<file path="src/rtl/cfd_pkg.sv">
`timescale 1ns / 1ps
package cfd_pkg;

  // Frame bytes
  localparam logic [7:0] HDR_FIRST  = 8'h2C;
  localparam logic [7:0] HDR_SECOND = 8'h12;
  localparam logic [7:0] END_MARK   = 8'h5B;

  // Longest frame, header included
  localparam int FRAME_MAX_DEF = 13;
  // Fewest bytes a frame needs to report the four bytes before its end
  localparam int FRAME_MIN_REPORT = 5;

  typedef enum logic [1:0] {
    PH_HUNT_FIRST  = 2'd0,
    PH_HUNT_SECOND = 2'd1,
    PH_PAYLOAD     = 2'd2,
    PH_CLOSED      = 2'd3
  } cfd_phase_t;

  typedef struct packed {
    logic [7:0]        no_color_flag;
    logic signed [7:0] correction_whole;
    logic [7:0]        correction_fraction;
    logic [7:0]        all_color_flag;
    logic              ended_by_marker;
  } cfd_result_t;

endpackage

</file>
<file path="src/rtl/cfd_parser.sv">
`timescale 1ns / 1ps
module cfd_parser #(
  parameter int FRAME_MAX = cfd_pkg::FRAME_MAX_DEF
) (
  input  logic                clk,
  input  logic                rst_n,
  input  logic                take,
  input  logic [7:0]          rx_byte,
  output logic                res_valid,
  output cfd_pkg::cfd_result_t res
);
  import cfd_pkg::*;

  localparam int CNT_W = $clog2(FRAME_MAX + 1);

  cfd_phase_t       phase_r, phase_nxt;
  logic [CNT_W-1:0] count_r, count_nxt;
  logic [CNT_W-1:0] count_inc;
  logic [7:0]       hist_r [4];
  logic             push;

  assign count_inc = count_r + CNT_W'(1);

  // Phase and byte count
  always_ff @(posedge clk) begin
    if (!rst_n) begin
      phase_r <= PH_HUNT_FIRST;
      count_r <= '0;
    end else if (take) begin
      phase_r <= phase_nxt;
      count_r <= count_nxt;
    end
  end

  // Last four stored frame bytes, oldest in entry 0
  always_ff @(posedge clk) begin
    if (take && push) begin
      hist_r[0] <= hist_r[1];
      hist_r[1] <= hist_r[2];
      hist_r[2] <= hist_r[3];
      hist_r[3] <= rx_byte;
    end
  end

  // Next phase, count and result
  always_comb begin
    phase_nxt = phase_r;
    count_nxt = count_r;
    push      = 1'b0;
    res_valid = 1'b0;
    res.no_color_flag       = hist_r[0];
    res.correction_whole    = hist_r[1];
    res.correction_fraction = hist_r[2];
    res.all_color_flag      = hist_r[3];
    res.ended_by_marker     = (rx_byte == END_MARK);
    unique case (phase_r)
      PH_HUNT_SECOND: begin
        if (rx_byte == HDR_SECOND) begin
          push      = 1'b1;
          count_nxt = CNT_W'(2);
          phase_nxt = PH_PAYLOAD;
        end else begin
          count_nxt = '0;
          phase_nxt = PH_HUNT_FIRST;
        end
      end
      PH_PAYLOAD: begin
        push      = 1'b1;
        count_nxt = count_inc;
        if (count_inc >= CNT_W'(FRAME_MAX) || rx_byte == END_MARK) begin
          phase_nxt = PH_CLOSED;
          // Marker as first or second payload byte: nothing to report
          res_valid = (count_inc >= CNT_W'(FRAME_MIN_REPORT));
        end
      end
      PH_HUNT_FIRST, PH_CLOSED: begin
        if (rx_byte == HDR_FIRST) begin
          push      = 1'b1;
          count_nxt = CNT_W'(1);
          phase_nxt = PH_HUNT_SECOND;
        end else begin
          count_nxt = '0;
          phase_nxt = PH_HUNT_FIRST;
        end
      end
      default: begin
        phase_nxt = PH_HUNT_FIRST;
        count_nxt = '0;
      end
    endcase
  end

endmodule

</file>
<file path="src/rtl/camera_frame_deframer_core.sv">
`timescale 1ns / 1ps
// Channel   Direction  Ports                                   Handshake
// in_       input      in_rx_byte                              in_valid / in_stall
// out_      output     out_no_color_flag, out_correction_*,    out_valid / out_stall
//                      out_all_color_flag, out_ended_by_marker
//
// One byte per cycle while in_stall is low; a frame-closing byte loads its result
// into the output register, or into the skid register if the output is stalled.
// Parser state updates in one pass; reset is synchronous on rst_n, no clearing pass.
// A stalled result parks in the output register; one more result fits in a
// skid register, and in_stall rises only while that skid register is full.
module camera_frame_deframer_core #(
  parameter int FRAME_MAX = cfd_pkg::FRAME_MAX_DEF
) (
  input  logic              clk,
  input  logic              rst_n,
  input  logic              in_valid,
  output logic              in_stall,
  input  logic [7:0]        in_rx_byte,
  output logic              out_valid,
  input  logic              out_stall,
  output logic [7:0]        out_no_color_flag,
  output logic signed [7:0] out_correction_whole,
  output logic [7:0]        out_correction_fraction,
  output logic [7:0]        out_all_color_flag,
  output logic              out_ended_by_marker
);
  import cfd_pkg::*;

  logic        take;
  logic        res_valid;
  cfd_result_t res;
  logic        new_valid;
  logic        load_out;

  logic        out_valid_r, out_valid_nxt;
  cfd_result_t out_data_r;
  logic        skid_valid_r, skid_valid_nxt;
  cfd_result_t skid_data_r;

  assign in_stall  = skid_valid_r;
  assign take      = in_valid && !skid_valid_r;
  assign new_valid = take && res_valid;
  assign load_out  = !out_valid_r || !out_stall;

  cfd_parser #(
    .FRAME_MAX (FRAME_MAX)
  ) u_parser (
    .clk       (clk),
    .rst_n     (rst_n),
    .take      (take),
    .rx_byte   (in_rx_byte),
    .res_valid (res_valid),
    .res       (res)
  );

  // Output and skid valid bits
  always_comb begin
    out_valid_nxt  = out_valid_r;
    skid_valid_nxt = skid_valid_r;
    if (load_out) begin
      out_valid_nxt  = skid_valid_r || new_valid;
      skid_valid_nxt = 1'b0;
    end else if (new_valid) begin
      skid_valid_nxt = 1'b1;
    end
  end

  always_ff @(posedge clk) begin
    if (!rst_n) begin
      out_valid_r  <= 1'b0;
      skid_valid_r <= 1'b0;
    end else begin
      out_valid_r  <= out_valid_nxt;
      skid_valid_r <= skid_valid_nxt;
    end
  end

  // Result payloads
  always_ff @(posedge clk) begin
    if (load_out) begin
      out_data_r <= skid_valid_r ? skid_data_r : res;
    end else if (new_valid) begin
      skid_data_r <= res;
    end
  end

  assign out_valid               = out_valid_r;
  assign out_no_color_flag       = out_data_r.no_color_flag;
  assign out_correction_whole    = out_data_r.correction_whole;
  assign out_correction_fraction = out_data_r.correction_fraction;
  assign out_all_color_flag      = out_data_r.all_color_flag;
  assign out_ended_by_marker     = out_data_r.ended_by_marker;

endmodule

</file>
<file path="config.mk">
export PLATFORM = sky130hd
export DESIGN_NAME = camera_frame_deframer_core
export DESIGN_NICKNAME = d
export VERILOG_FILES = /design/src/rtl/cfd_pkg.sv /design/src/rtl/cfd_parser.sv /design/src/rtl/camera_frame_deframer_core.sv
export SDC_FILE = /design/constraint.sdc
export NUM_CORES = 1
export LEC_CHECK = 0
export BUFFER_PORTS_ARGS = -buffer_cell sky130_fd_sc_hd__buf_2
export CAP_MARGIN = 30
export CORE_MARGIN = 10
export CORE_UTILIZATION = 57
export DETAILED_ROUTE_END_ITERATION = 6
export GPL_TIMING_DRIVEN = 0
export HOLD_SLACK_MARGIN = 0.1
export PLACE_DENSITY = 0.78
export SLEW_MARGIN = 20
export SYNTH_ARGS = -nofsm -noshare
export SYNTH_HDL_FRONTEND = slang
export SYNTH_SLANG_ARGS = --single-unit
</file>
<file path="constraint.sdc">
create_clock -name clk -period 3.79 [get_ports clk]
set_input_delay 0.758 -clock clk [delete_from_list [all_inputs] [get_ports clk]]
set_output_delay 0.758 -clock clk [all_outputs]
set_load 0.1 [all_outputs]
</file>
==> impl_metrics.tcl, run 1 <==
set metrics [dict create \
    status "finished, final reports clean" \
    die_w_um 103.1 \
    synth_async_sr_flop_share 0 \
    finalCritPeriodShare 0.5836 \
    grt-ovfl-total 0 \
    syn_nets 220 \
    ir_worst_vdd_mv 0.2872 \
    power.density_nw_per_um2 448.4 \
    dpl.hpwl_mm 4.371 \
    dieArea_um2 10630 \
    fmax_ghz 0.4521 \
    cp_cell_sequence "buf_2 -> or3_4 -> nor4_4 -> o31a_2 -> buf_16" \
    clock_sinks 106 \
    antenna_found_initial 0 \
    postRouteAntennaNets 0 \
    cts-buffers-inserted 9 \
    end_kind "flop" \
    rr_endpoint "skid_data_r[22]$_DFFE_PP_" \
    p_leak_nw 1.591 \
    drive_above_1_share 0.4195 \
    fillers 436 \
    cts.reportedPaths.clkPinSlew_ns 0.08 \
    synth_area_leaders "edfxtp_1 75%, mux2_2 9.2%, dfxtp_1 4.1%" \
    startpoint_type "input pin" \
    min_path_type "reg -> reg" \
    ctsLongestPathBuffers 2 \
    startpoint "in_rx_byte[0]" \
    crit_fanout 19 \
    rsz0062_at_grt "no" \
    r2r-start "u_parser.count_r[0]$_SDFFE_PN0P_" \
    cpPeakStageDelay_ns 0.46 \
    grt_pass1_wl_mm 9.942 \
    clock-skew-final_ns 0.006654 \
    clock_latency_ns 0.35 \
    max-slew-margin-rel 0.6704 \
    fin_crit_ns 2.212 \
    hold_buffers 0 \
    cts_max_level 3 \
    drt_pass1_iterations 4 \
    synth.largest_area_cell "edfxtp_1" \
    grt-busiest-layer "met2" \
    place_congestion 0.7392 \
    path_class "in -> reg" \
    use_met1 0.1405 \
    fin_ws_ns 1.578 \
    cts_resized 0 \
    vias_per_cell 5.545 \
    grt_max_degree 25 \
    synth-seq-cells 106 \
    synth_ff_type "edfxtp_1" \
    syn_area_per_cell_um2 19.30 \
    ys_types 35 \
    drt_wl_total_mm 6.201 \
    nNetsFinal 280 \
    synth_area_um2 3936 \
    maxCapViolations 0 \
    arrival_ns 2.27 \
    root_buffer "clkbuf_8" \
    portBuffers 46 \
    required_ns 3.85 \
    fin_util 0.6789 \
    pin_count 47 \
    synth_top_area_share 0.7476 \
    grtUsageMet2 0.2140 \
    grt_pass1_vias 2021 \
    whs_ns 0.4530 \
    drv_slew 0 \
    cpMaxStageDelayCell "o31a_2" \
    syn_inst 204 \
    diodes 0 \
    core_area_um2 6756 \
    setup_viol 0 \
    num_rows 30 \
    grt_util_met3 0.04424 \
    drc_errors 0 \
    reg2regPathDepth 6 \
    final_area_um2 4587 \
    cp-endpoint "u_parser.hist_r[1][2]$_DFFE_PP_" \
    die_y_um 103.1 \
    synth.top_cells.by_count "98 x edfxtp_1, 32 x mux2_2, 8 x dfxtp_1, 8 x inv_1, 8 x nand2_1" \
    yosysWarnings 0 \
    synth_most_common_cell "edfxtp_1" \
    synth-seq-area-share 0.7883 \
    synth_edf_count 98 \
    drt_iter0_drc 84 \
    start_util 0.5826 \
    vias 1924 \
    wire_per_inst_um 17.87 \
    tightest_slew_ns 0.4978 \
    ff2ff_setup_slack_ns 1.63 \
    postPlaceCellArea_um2 4360 \
    cts_tree "done" \
    grt_usage 0.1247 \
    hp-start "u_parser.hist_r[0][5]$_DFFE_PP_" \
    hold_violations 0 \
    syn_to_final_growth_pct 16.53 \
    place_ws_ns 1.186 \
    cts_setup_buffers 0 \
]
how the worst min path moves through the flow:
stage               slack (ns)                        end  cells after the start
detailed placement        0.44  skid_data_r[30]$_DFFE_PP_                      0
CTS                       0.45  skid_data_r[30]$_DFFE_PP_                      0
global route              0.47  skid_data_r[26]$_DFFE_PP_                      0
finish                    0.45  skid_data_r[30]$_DFFE_PP_                      0
floorplan                 0.42  skid_data_r[25]$_DFFE_PP_                      0
global placement          0.43  skid_data_r[32]$_DFFE_PP_                      0
cells in the final DEF, fill, tap and decap left out, types with 2 or more instances in the layout:
cell type,n
o31ai_1,3
clkbuf_8,9
nor2_1,2
buf_16,3
edfxtp_1,98
bufinv_16,3
nand4b_1,3
buf_2,51
a21oi_1,5
ha_1,4
dfxtp_1,8
nand2_1,7
mux2i_1,2
o21ai_0,3
mux2_2,32
inv_1,8
logic make-up (layout without fill, tap and decap cells):
| family | Yosys count | in the layout | synth area share |
|---|---|---|---|
| mux | 34 | 34 | 0.09663 |
| compound gates | 23 | 23 | 0.04482 |
| buf+inv | 13 | 76 | 0.01399 |
| flops | 106 | 106 | 0.7883 |
| simple gates | 24 | 24 | 0.04355 |
| fa+ha+maj | 4 | 4 | 0.01272 |
power breakdown:
part,leakage (nW),total (mW),internal [mW],switching [mW]
combinational,0.476,0.0266,0.0102,0.0164
sequential,1.00,1.26,1.26,0.00193
clock,0.113,0.769,0.432,0.337
flip-flops by register name (all words and copies together), names as in the netlist:
register                 flops
u_parser.hist_r             32
out_ended_by_marker          1
out_no_color_flag            8
out_correction_whole         8
out_correction_fraction      8
in_stall                     1
skid_data_r                 33
out_all_color_flag           8
out_valid                    1
u_parser.phase_r             2
u_parser.count_r             4
metrics by stage:
stage               setup TNS (ns)  total power [mW]  cells
floorplan                        0             1.302    204
global placement            -3.402             1.314    330
detailed placement               0             1.315    333
CTS                              0             2.070    347
global route                     0             2.127    347
finish                           0             2.057    347
layout make-up:
class / instances / area [um^2] / area share
clock inverters: 5 / 102.6 / 0.02237
clock buffers: 9 / 123.9 / 0.02700
flip-flops and latches: 106 / 3103 / 0.6765
plain buffers: 5 / 25.02 / 0.005456
inverters: 8 / 30.03 / 0.006547
repair buffers: 49 / 312.8 / 0.06819
multi-input cells: 85 / 789.5 / 0.1721
well taps: 80 / 100.1 / 0.02182
routing by layer:
metal / part of all wire / wire length (um)
met2: 0.52 / 3228
met4: 0.010 / 64
met1: 0.42 / 2590
met3: 0.051 / 318
met5: 0 / 0
critical path: cells and delay by family:
| kind | cells | cell delay [ns] |
|---|---|---|
| AOI/OAI and AO/OA | 1 | 0.46 |
| buffers and inverters | 2 | 0.33 |
| and+or+nand+nor | 2 | 0.72 |
No activity file was read; power rests on OpenSTA's default activity.
==> run 2: changes to the inputs <==
--- a/config.mk
+++ b/config.mk
@@ -5,14 +5,15 @@
 export SDC_FILE = /design/constraint.sdc
 export NUM_CORES = 1
 export LEC_CHECK = 0
+export ABC_AREA = 1
 export BUFFER_PORTS_ARGS = -buffer_cell sky130_fd_sc_hd__buf_2
 export CAP_MARGIN = 30
 export CORE_MARGIN = 10
-export CORE_UTILIZATION = 57
+export CORE_UTILIZATION = 51
 export DETAILED_ROUTE_END_ITERATION = 6
 export GPL_TIMING_DRIVEN = 0
 export HOLD_SLACK_MARGIN = 0.1
-export PLACE_DENSITY = 0.78
+export PLACE_DENSITY = 0.74
 export SLEW_MARGIN = 20
 export SYNTH_ARGS = -nofsm -noshare
 export SYNTH_HDL_FRONTEND = slang
==> constraint.sdc (replaced) <==
create_clock -name clk -period 1.8 [get_ports clk]
set_input_delay 0.36 -clock clk [delete_from_list [all_inputs] [get_ports clk]]
set_output_delay 0.36 -clock clk [all_outputs]
set_load 0.1 [all_outputs]
==> run 2 against run 1 <==
  * Synthesized cell count grew 51%
  * Cell count grew 39%
  * Clock skew grew 0.0052 ns
  * Wire length grew 14%
  * Via count grew 24%
  * Final area grew 4.3%
  * Synthesized area grew 0.89%
  * Critical path type is now reg -> reg
==> impl_metrics.tcl, run 2 <==
set metrics [dict create \
    fin_crit_ns 1.795 \
    vias_per_cell 4.932 \
    place_ws_ns -0.4034 \
    yosysWarnings 0 \
    dieArea_um2 11720 \
    die_y_um 108.2 \
    cts-buffers-inserted 9 \
    pwr-share-comb 0.075 \
    r2r-start "u_parser.phase_r[0]$_SDFFE_PN0P_" \
    grt_pass1_wl_mm 11.27 \
    core_area_um2 7647 \
    synth_top_area_share 0.7410 \
    layout_commonest_cell "nand2_1" \
    top_regs "skid_data_r x33, u_parser.hist_r x32" \
    reg2regPathDepth 11 \
    finalCritPeriodShare 0.9974 \
    rr_endpoint "u_parser.hist_r[3][0]$_DFFE_PP_" \
    maxCapViolations 0 \
    cp-endpoint "u_parser.hist_r[3][0]$_DFFE_PP_" \
    grt-ovfl-total 0 \
    hold_violations 0 \
    syn_nets 325 \
    cts_tree "done" \
    dpl.hpwl_mm 4.407 \
    synth.top_cells.by_count "124 x nand2_1, 98 x edfxtp_1, 21 x inv_1" \
    grt_max_degree 36 \
    syn_to_final_growth_pct 20.51 \
    synth-seq-area-share 0.7813 \
    finalNonFillerCells 484 \
    path_class "reg -> reg" \
    drc_errors 0 \
    tightest_slew_ns 0.4919 \
    path_depth 11 \
    end_kind "flop" \
    switching_power_mw 1.047 \
    power.density_nw_per_um2 907.5 \
    required_ns 1.89 \
    ys_types 21 \
    arrival_ns 1.88 \
    synth_edf_count 98 \
    fillers 576 \
    ctsLongestPathBuffers 2 \
    cts.reportedPaths.clkPinSlew_ns 0.09 \
    vias 2387 \
    p_leak_nw 1.906 \
    pin_count 47 \
    postRouteAntennaNets 0 \
    drt_iter0_drc 127 \
    ir_worst_vdd_mv 0.4455 \
    nNetsFinal 394 \
    num_rows 32 \
    synth_async_sr_flop_share 0 \
    largest_reg_flops 33 \
    diodes 0 \
    grt_util_met3 0.03212 \
    clock_sinks 106 \
    power_mw 4.343 \
    portBuffers 46 \
    clock_latency_ns 0.37 \
    cp_cell_sequence "inv_2 -> ha_4 -> nand2_2 -> nor2_4 -> nand3_2 -> nand2_1 -> inv_2 -> nand2_2 -> nand2_4 -> clkinvlp_4 -> clkbuf_16" \
    cpLargestDelayFamily "simple AND/OR/NAND/NOR gates" \
    synth.largest_area_cell "edfxtp_1" \
    ff2ff_setup_slack_ns 0.005 \
    fin_ws_ns 0.004660 \
    grt_usage 0.1237 \
    crit_buf_inv 4 \
    startpoint_type "flop" \
    layout_common_cells "119 x nand2_1, 98 x edfxtp_1, 47 x buf_2" \
    clockPowerShare 0.294 \
    setup_viol 0 \
    clock-skew-final_ns 0.01187 \
    dp_cells 457 \
    antenna_found_initial 0 \
    drt_pass1_iterations 4 \
    grtUsageMet2 0.2030 \
    place_congestion 0.8249 \
    synth-seq-cells 106 \
    synth_area_leaders "edfxtp_1 74%, nand2_1 12%, dfxtp_1 4.0%" \
    seqPwrFrac 0.631 \
    cts_max_level 3 \
    synth_ff_type "edfxtp_1" \
    wire_per_inst_um 14.64 \
    max-slew-margin-rel 0.6718 \
    internal_power_mw 3.296 \
    synth_area_um2 3971 \
    min_path_type "in -> reg" \
    top_register "skid_data_r" \
    grt_pass1_vias 2359 \
    drt_wl_total_mm 7.086 \
    cpPeakStageDelay_ns 0.36 \
    syn_inst 309 \
    status "finished, final reports clean" \
    start_util 0.5193 \
    synth_most_common_cell "nand2_1" \
    sw_frac_of_total 0.2410 \
    cpMaxStageDelayCell "dfxtp_2" \
    die_w_um 108.2 \
    startpoint "u_parser.phase_r[0]$_SDFFE_PN0P_" \
    fmax_ghz 0.5570 \
    crit_fanout 6 \
    drive_above_1_share 0.2827 \
    syn_area_per_cell_um2 12.85 \
    drv_slew 0 \
    root_buffer "clkbuf_8" \
    use_met1 0.1456 \
    grt-busiest-layer "met2" \
]
[run 2: cell count changes after synthesis, sizes merged, moves of 3 or more]
cell and delta:
a21oi +3, buf -3, clkbuf +6, inv +14, mux2 -32, nand2 +121
nand3 +7, nand4 +3, nand4b -3, nor2 +10, o31ai -3
[run 2: per-layer routing]
metal	vias to the layer above	wire length, um
met5	-	0
met1	1126	2920
met2	71	3483
li1	1173	-
met3	17	479
met4	0	202
[run 2: layout make-up]
type / instances / area [um^2] / share of cell area
Buffer: 8 / 38.79 / 0.008105
Multi-Input combinational cell: 173 / 843.3 / 0.1762
Clock inverter: 6 / 43.79 / 0.009150
Inverter: 23 / 90.09 / 0.01882
Tap cell: 102 / 127.6 / 0.02667
Sequential cell: 106 / 3122 / 0.6523
Clock buffer: 9 / 123.9 / 0.02588
Timing Repair inverter: 1 / 7.507 / 0.001569
Timing Repair Buffer: 56 / 389.1 / 0.08131
[run 2: worst register-to-register path: cells and delay by family (launching register included)]
family	cells	cell delay, ns
adder cells (fa/ha/maj)	1	0.26
flip-flops	1	0.36
AND/OR/NAND/NOR	6	0.51
buffers and inverters	4	0.41
[run 2: worst min path at each step]
stage / startpoint / to / slack [ns] / depth (start not counted)
floorplan: u_parser.hist_r[0][0]$_DFFE_PP_ / skid_data_r[25]$_DFFE_PP_ / 0.43 / 0
global placement: u_parser.hist_r[0][1]$_DFFE_PP_ / skid_data_r[26]$_DFFE_PP_ / 0.43 / 0
detailed placement: u_parser.hist_r[0][2]$_DFFE_PP_ / skid_data_r[27]$_DFFE_PP_ / 0.44 / 0
CTS: in_rx_byte[7] / u_parser.hist_r[3][7]$_DFFE_PP_ / 0.19 / 1
global route: in_rx_byte[7] / u_parser.hist_r[3][7]$_DFFE_PP_ / 0.19 / 1
finish: in_rx_byte[7] / u_parser.hist_r[3][7]$_DFFE_PP_ / 0.20 / 1
[run 2: cells by family after synthesis]
kind of cell	Yosys count	share of synthesized area
AOI/OAI and AO/OA	13	0.01764
adders and majority gates	4	0.01260
buffers and inverters	31	0.02993
DFF	106	0.7813
and+or+nand+nor	155	0.1585
[run 2: power groups by stage]
stage | clock [mW] | sequential (mW) | combinational, mW
finish | 1.28 | 2.74 | 0.325
global route | 1.41 | 2.75 | 0.346
CTS | 1.30 | 2.74 | 0.295
detailed placement | 0 | 2.80 | 0.281
global placement | 0 | 2.79 | 0.277
floorplan | 0 | 2.93 | 0.0790
[run 2: repair_timing]
action | CTS | global route
gates resized for setup | 2 | 17
hold buffers | 0 | 0
pin swaps | 2 | 4
buffers inserted | 6 | 3
setup endpoints to repair | 65 | 57
gates cloned | 2 | 1
[run 2: metrics by stage]
stage                 util  hold WS [ns]  setup TNS, ns  cell area [um^2]
finish              0.6258        0.1966              0              4786
global route        0.6258        0.1887        -0.4677              4786
CTS                 0.6126        0.1896              0              4684
detailed placement  0.5741        0.4373         -25.02              4390
global placement    0.5741        0.4324         -23.48              4390
floorplan                -        0.4268         -2.841              4033
==> run 3: changes to the inputs <==
--- a/config.mk
+++ b/config.mk
@@ -5,7 +5,7 @@
 export SDC_FILE = /design/constraint.sdc
 export NUM_CORES = 1
 export LEC_CHECK = 0
-export ABC_AREA = 1
+export ABC_AREA = 0
 export BUFFER_PORTS_ARGS = -buffer_cell sky130_fd_sc_hd__buf_2
 export CAP_MARGIN = 30
 export CORE_MARGIN = 10
==> run 3 against run 2 <==
  * Combinational power shrank 80%
  * First-iteration DRC count shrank 29%
  * Critical endpoint is now skid_data_r[14]$_DFFE_PP_
  * Final area shrank 0.21%
  * Setup slack lost 0.0094 ns
  * Utilization grew 2.2 points
  * Sequential share of layout area grew 0.058 points
  * The run now ends with negative setup slack left
  * Die area shrank 0.72%
  * Wire length shrank 1.9%
  * Global-route usage grew 0.064 points
==> impl_metrics.tcl, run 3 (synthesis gave the netlist of run 1 again) <==
set metrics [dict create \
    pin_count 47 \
    fin_crit_ns 1.805 \
    path_class "reg -> reg" \
    cts_tree "done" \
    syn_to_final_growth_pct 21.33 \
    core_area_um2 7370 \
    end_kind "flop" \
    grt-ovfl-total 0 \
    cts.reportedPaths.clkPinSlew_ns 0.10 \
    switching_power_uw 890.2 \
    hold_violations 0 \
    tightest_slew_ns 0.5608 \
    antenna_found_initial 0 \
    status "complete, but fails checks" \
    postRouteAntennaNets 0 \
    reg2regPathDepth 6 \
    hold_depth 1 \
    whs_ns 0.2012 \
    setup_viol 11 \
    required_ns 1.90 \
    grt_pass1_vias 2105 \
    place_congestion 0.8274 \
    p_leak_nw 1.633 \
    seqPwrFrac 0.627 \
    arrival_ns 1.90 \
    grt_max_degree 38 \
    ctsLongestPathBuffers 2 \
    internal_power_mw 3.341 \
    die_w_um 107.9 \
    largest_reg_flops 33 \
    use_met1 0.1584 \
    num_rows 31 \
    hold_buffers 0 \
    drt_pass1_iterations 4 \
    layout_common_cells "98 x edfxtp_1, 51 x buf_2, 32 x mux2_2" \
    drc_errors 0 \
    r2r-start "u_parser.count_r[1]$_SDFFE_PN0P_" \
    clock-skew-final_ns 0.01204 \
    dp_cells 349 \
    top_register "skid_data_r" \
    hold-path-endpoint "u_parser.hist_r[3][4]$_DFFE_PP_" \
    clock_latency_ns 0.37 \
    maxCapViolations 0 \
    min_path_type "in -> reg" \
    startpoint_type "flop" \
    dpl.hpwl_mm 4.031 \
    grtUsageMet2 0.1895 \
    cts-buffers-inserted 9 \
    dieArea_um2 11630 \
    rsz0062_at_grt "yes" \
    hp-start "in_rx_byte[4]" \
    grt_usage 0.1243 \
    violations "negative setup slack" \
    drt_wl_total_mm 6.952 \
    die_y_um 107.9 \
    grt-busiest-layer "met2" \
    layout_commonest_cell "edfxtp_1" \
    drive_above_1_share 0.4874 \
    wire_per_inst_um 18.49 \
    fin_ws_ns -0.004728 \
    power_mw 4.231 \
    start_util 0.5341 \
    power.density_nw_per_um2 885.9 \
    max-slew-margin-rel 0.6261 \
    vias 2022 \
    pwr-share-comb 0.016 \
    fmax_ghz 0.5541 \
    grt_util_met3 0.03174 \
    sw_frac_of_total 0.2104 \
    diodes 0 \
    rr_endpoint "skid_data_r[14]$_DFFE_PP_" \
    ff2ff_setup_slack_ns -0.005 \
    cts_max_level 3 \
    drv_slew 0 \
    portBuffers 46 \
    clock_sinks 106 \
    vias_per_cell 5.378 \
    finalCritPeriodShare 1.003 \
    grt_pass1_wl_mm 11.00 \
    drt_iter0_drc 90 \
    top_regs "skid_data_r x33, u_parser.hist_r x32" \
    ir_worst_vdd_mv 0.5052 \
    root_buffer "clkbuf_8" \
    finalNonFillerCells 376 \
    clockPowerShare 0.357 \
    crit_fanout 9 \
    nNetsFinal 288 \
]
==> run 3: repair_timing <==
action                                  in CTS  in global routing
gates resized for setup                      8                  8
pin swaps                                    7                  1
buffers inserted                             7                  1
gates cloned                                 3                  0
endpoints found under the setup margin      65                 65
==> run 3: worst max-delay path, cell delays in order, from the launching register on <==
cell	delay, ns
dfxtp_4	0.38
ha_4	0.17
or2b_1	0.23
a21oi_2	0.18
o2111ai_4	0.20
nor2_4	0.20
buf_12	0.16
==> run 3: layout make-up <==
cell class | instances | area (um^2)
Clock buffer | 9 | 123.9
Clock inverter | 7 | 88.84
Multi-Input combinational cell | 88 | 909.6
Fill cell | 532 | 2594
Inverter | 8 | 30.03
Sequential cell | 106 | 3118
Timing Repair Buffer | 54 | 356.6
Buffer | 5 | 25.02
Tap cell | 99 | 123.9
==> run 3: how the worst max path moves through the flow <==
stage	from	end	slack (ns)	depth (start not counted)
global route	u_parser.count_r[1]$_SDFFE_PN0P_	skid_data_r[6]$_DFFE_PP_	-0.05	6
detailed placement	in_rx_byte[5]	skid_data_r[29]$_DFFE_PP_	-0.66	5
global placement	in_rx_byte[5]	skid_data_r[29]$_DFFE_PP_	-0.65	5
floorplan	u_parser.count_r[0]$_SDFFE_PN0P_	skid_data_r[0]$_DFFE_PP_	-0.22	5
finish	u_parser.count_r[1]$_SDFFE_PN0P_	skid_data_r[14]$_DFFE_PP_	-0.005	6
CTS	u_parser.count_r[1]$_SDFFE_PN0P_	skid_data_r[6]$_DFFE_PP_	-0.03	6
==> run 3: power by group through the flow <==
stage | Clock (mW) | Sequential [mW] | Combinational [mW]
finish | 1.51 | 2.65 | 0.0658
global route | 1.63 | 2.65 | 0.0714
CTS | 1.53 | 2.65 | 0.0650
detailed placement | 0 | 2.71 | 0.0578
floorplan | 0 | 2.72 | 0.0250
global placement | 0 | 2.71 | 0.0572
==> run 3: layer usage <==
layer,share of wire,routed length (um),vias to the layer above
li1,-,-,942
met1,0.45,3129,1008
met2,0.46,3202,60
met3,0.066,459,12
met5,0,0,-
met4,0.023,161,0
==> run 3: metrics by stage <==
step,util,setup WS [ns],area (um^2),setup TNS (ns)
4_1_cts,0.6445,-0.03021,4750,-0.3900
6_report,0.6480,-0.004728,4776,-0.02043
3_3_place_gp,0.5881,-0.6468,4334,-31.14
3_5_place_dp,0.5881,-0.6588,4334,-31.44
5_1_grt,0.6480,-0.05120,4776,-1.304
2_1_floorplan,-,-0.2246,3980,-7.411
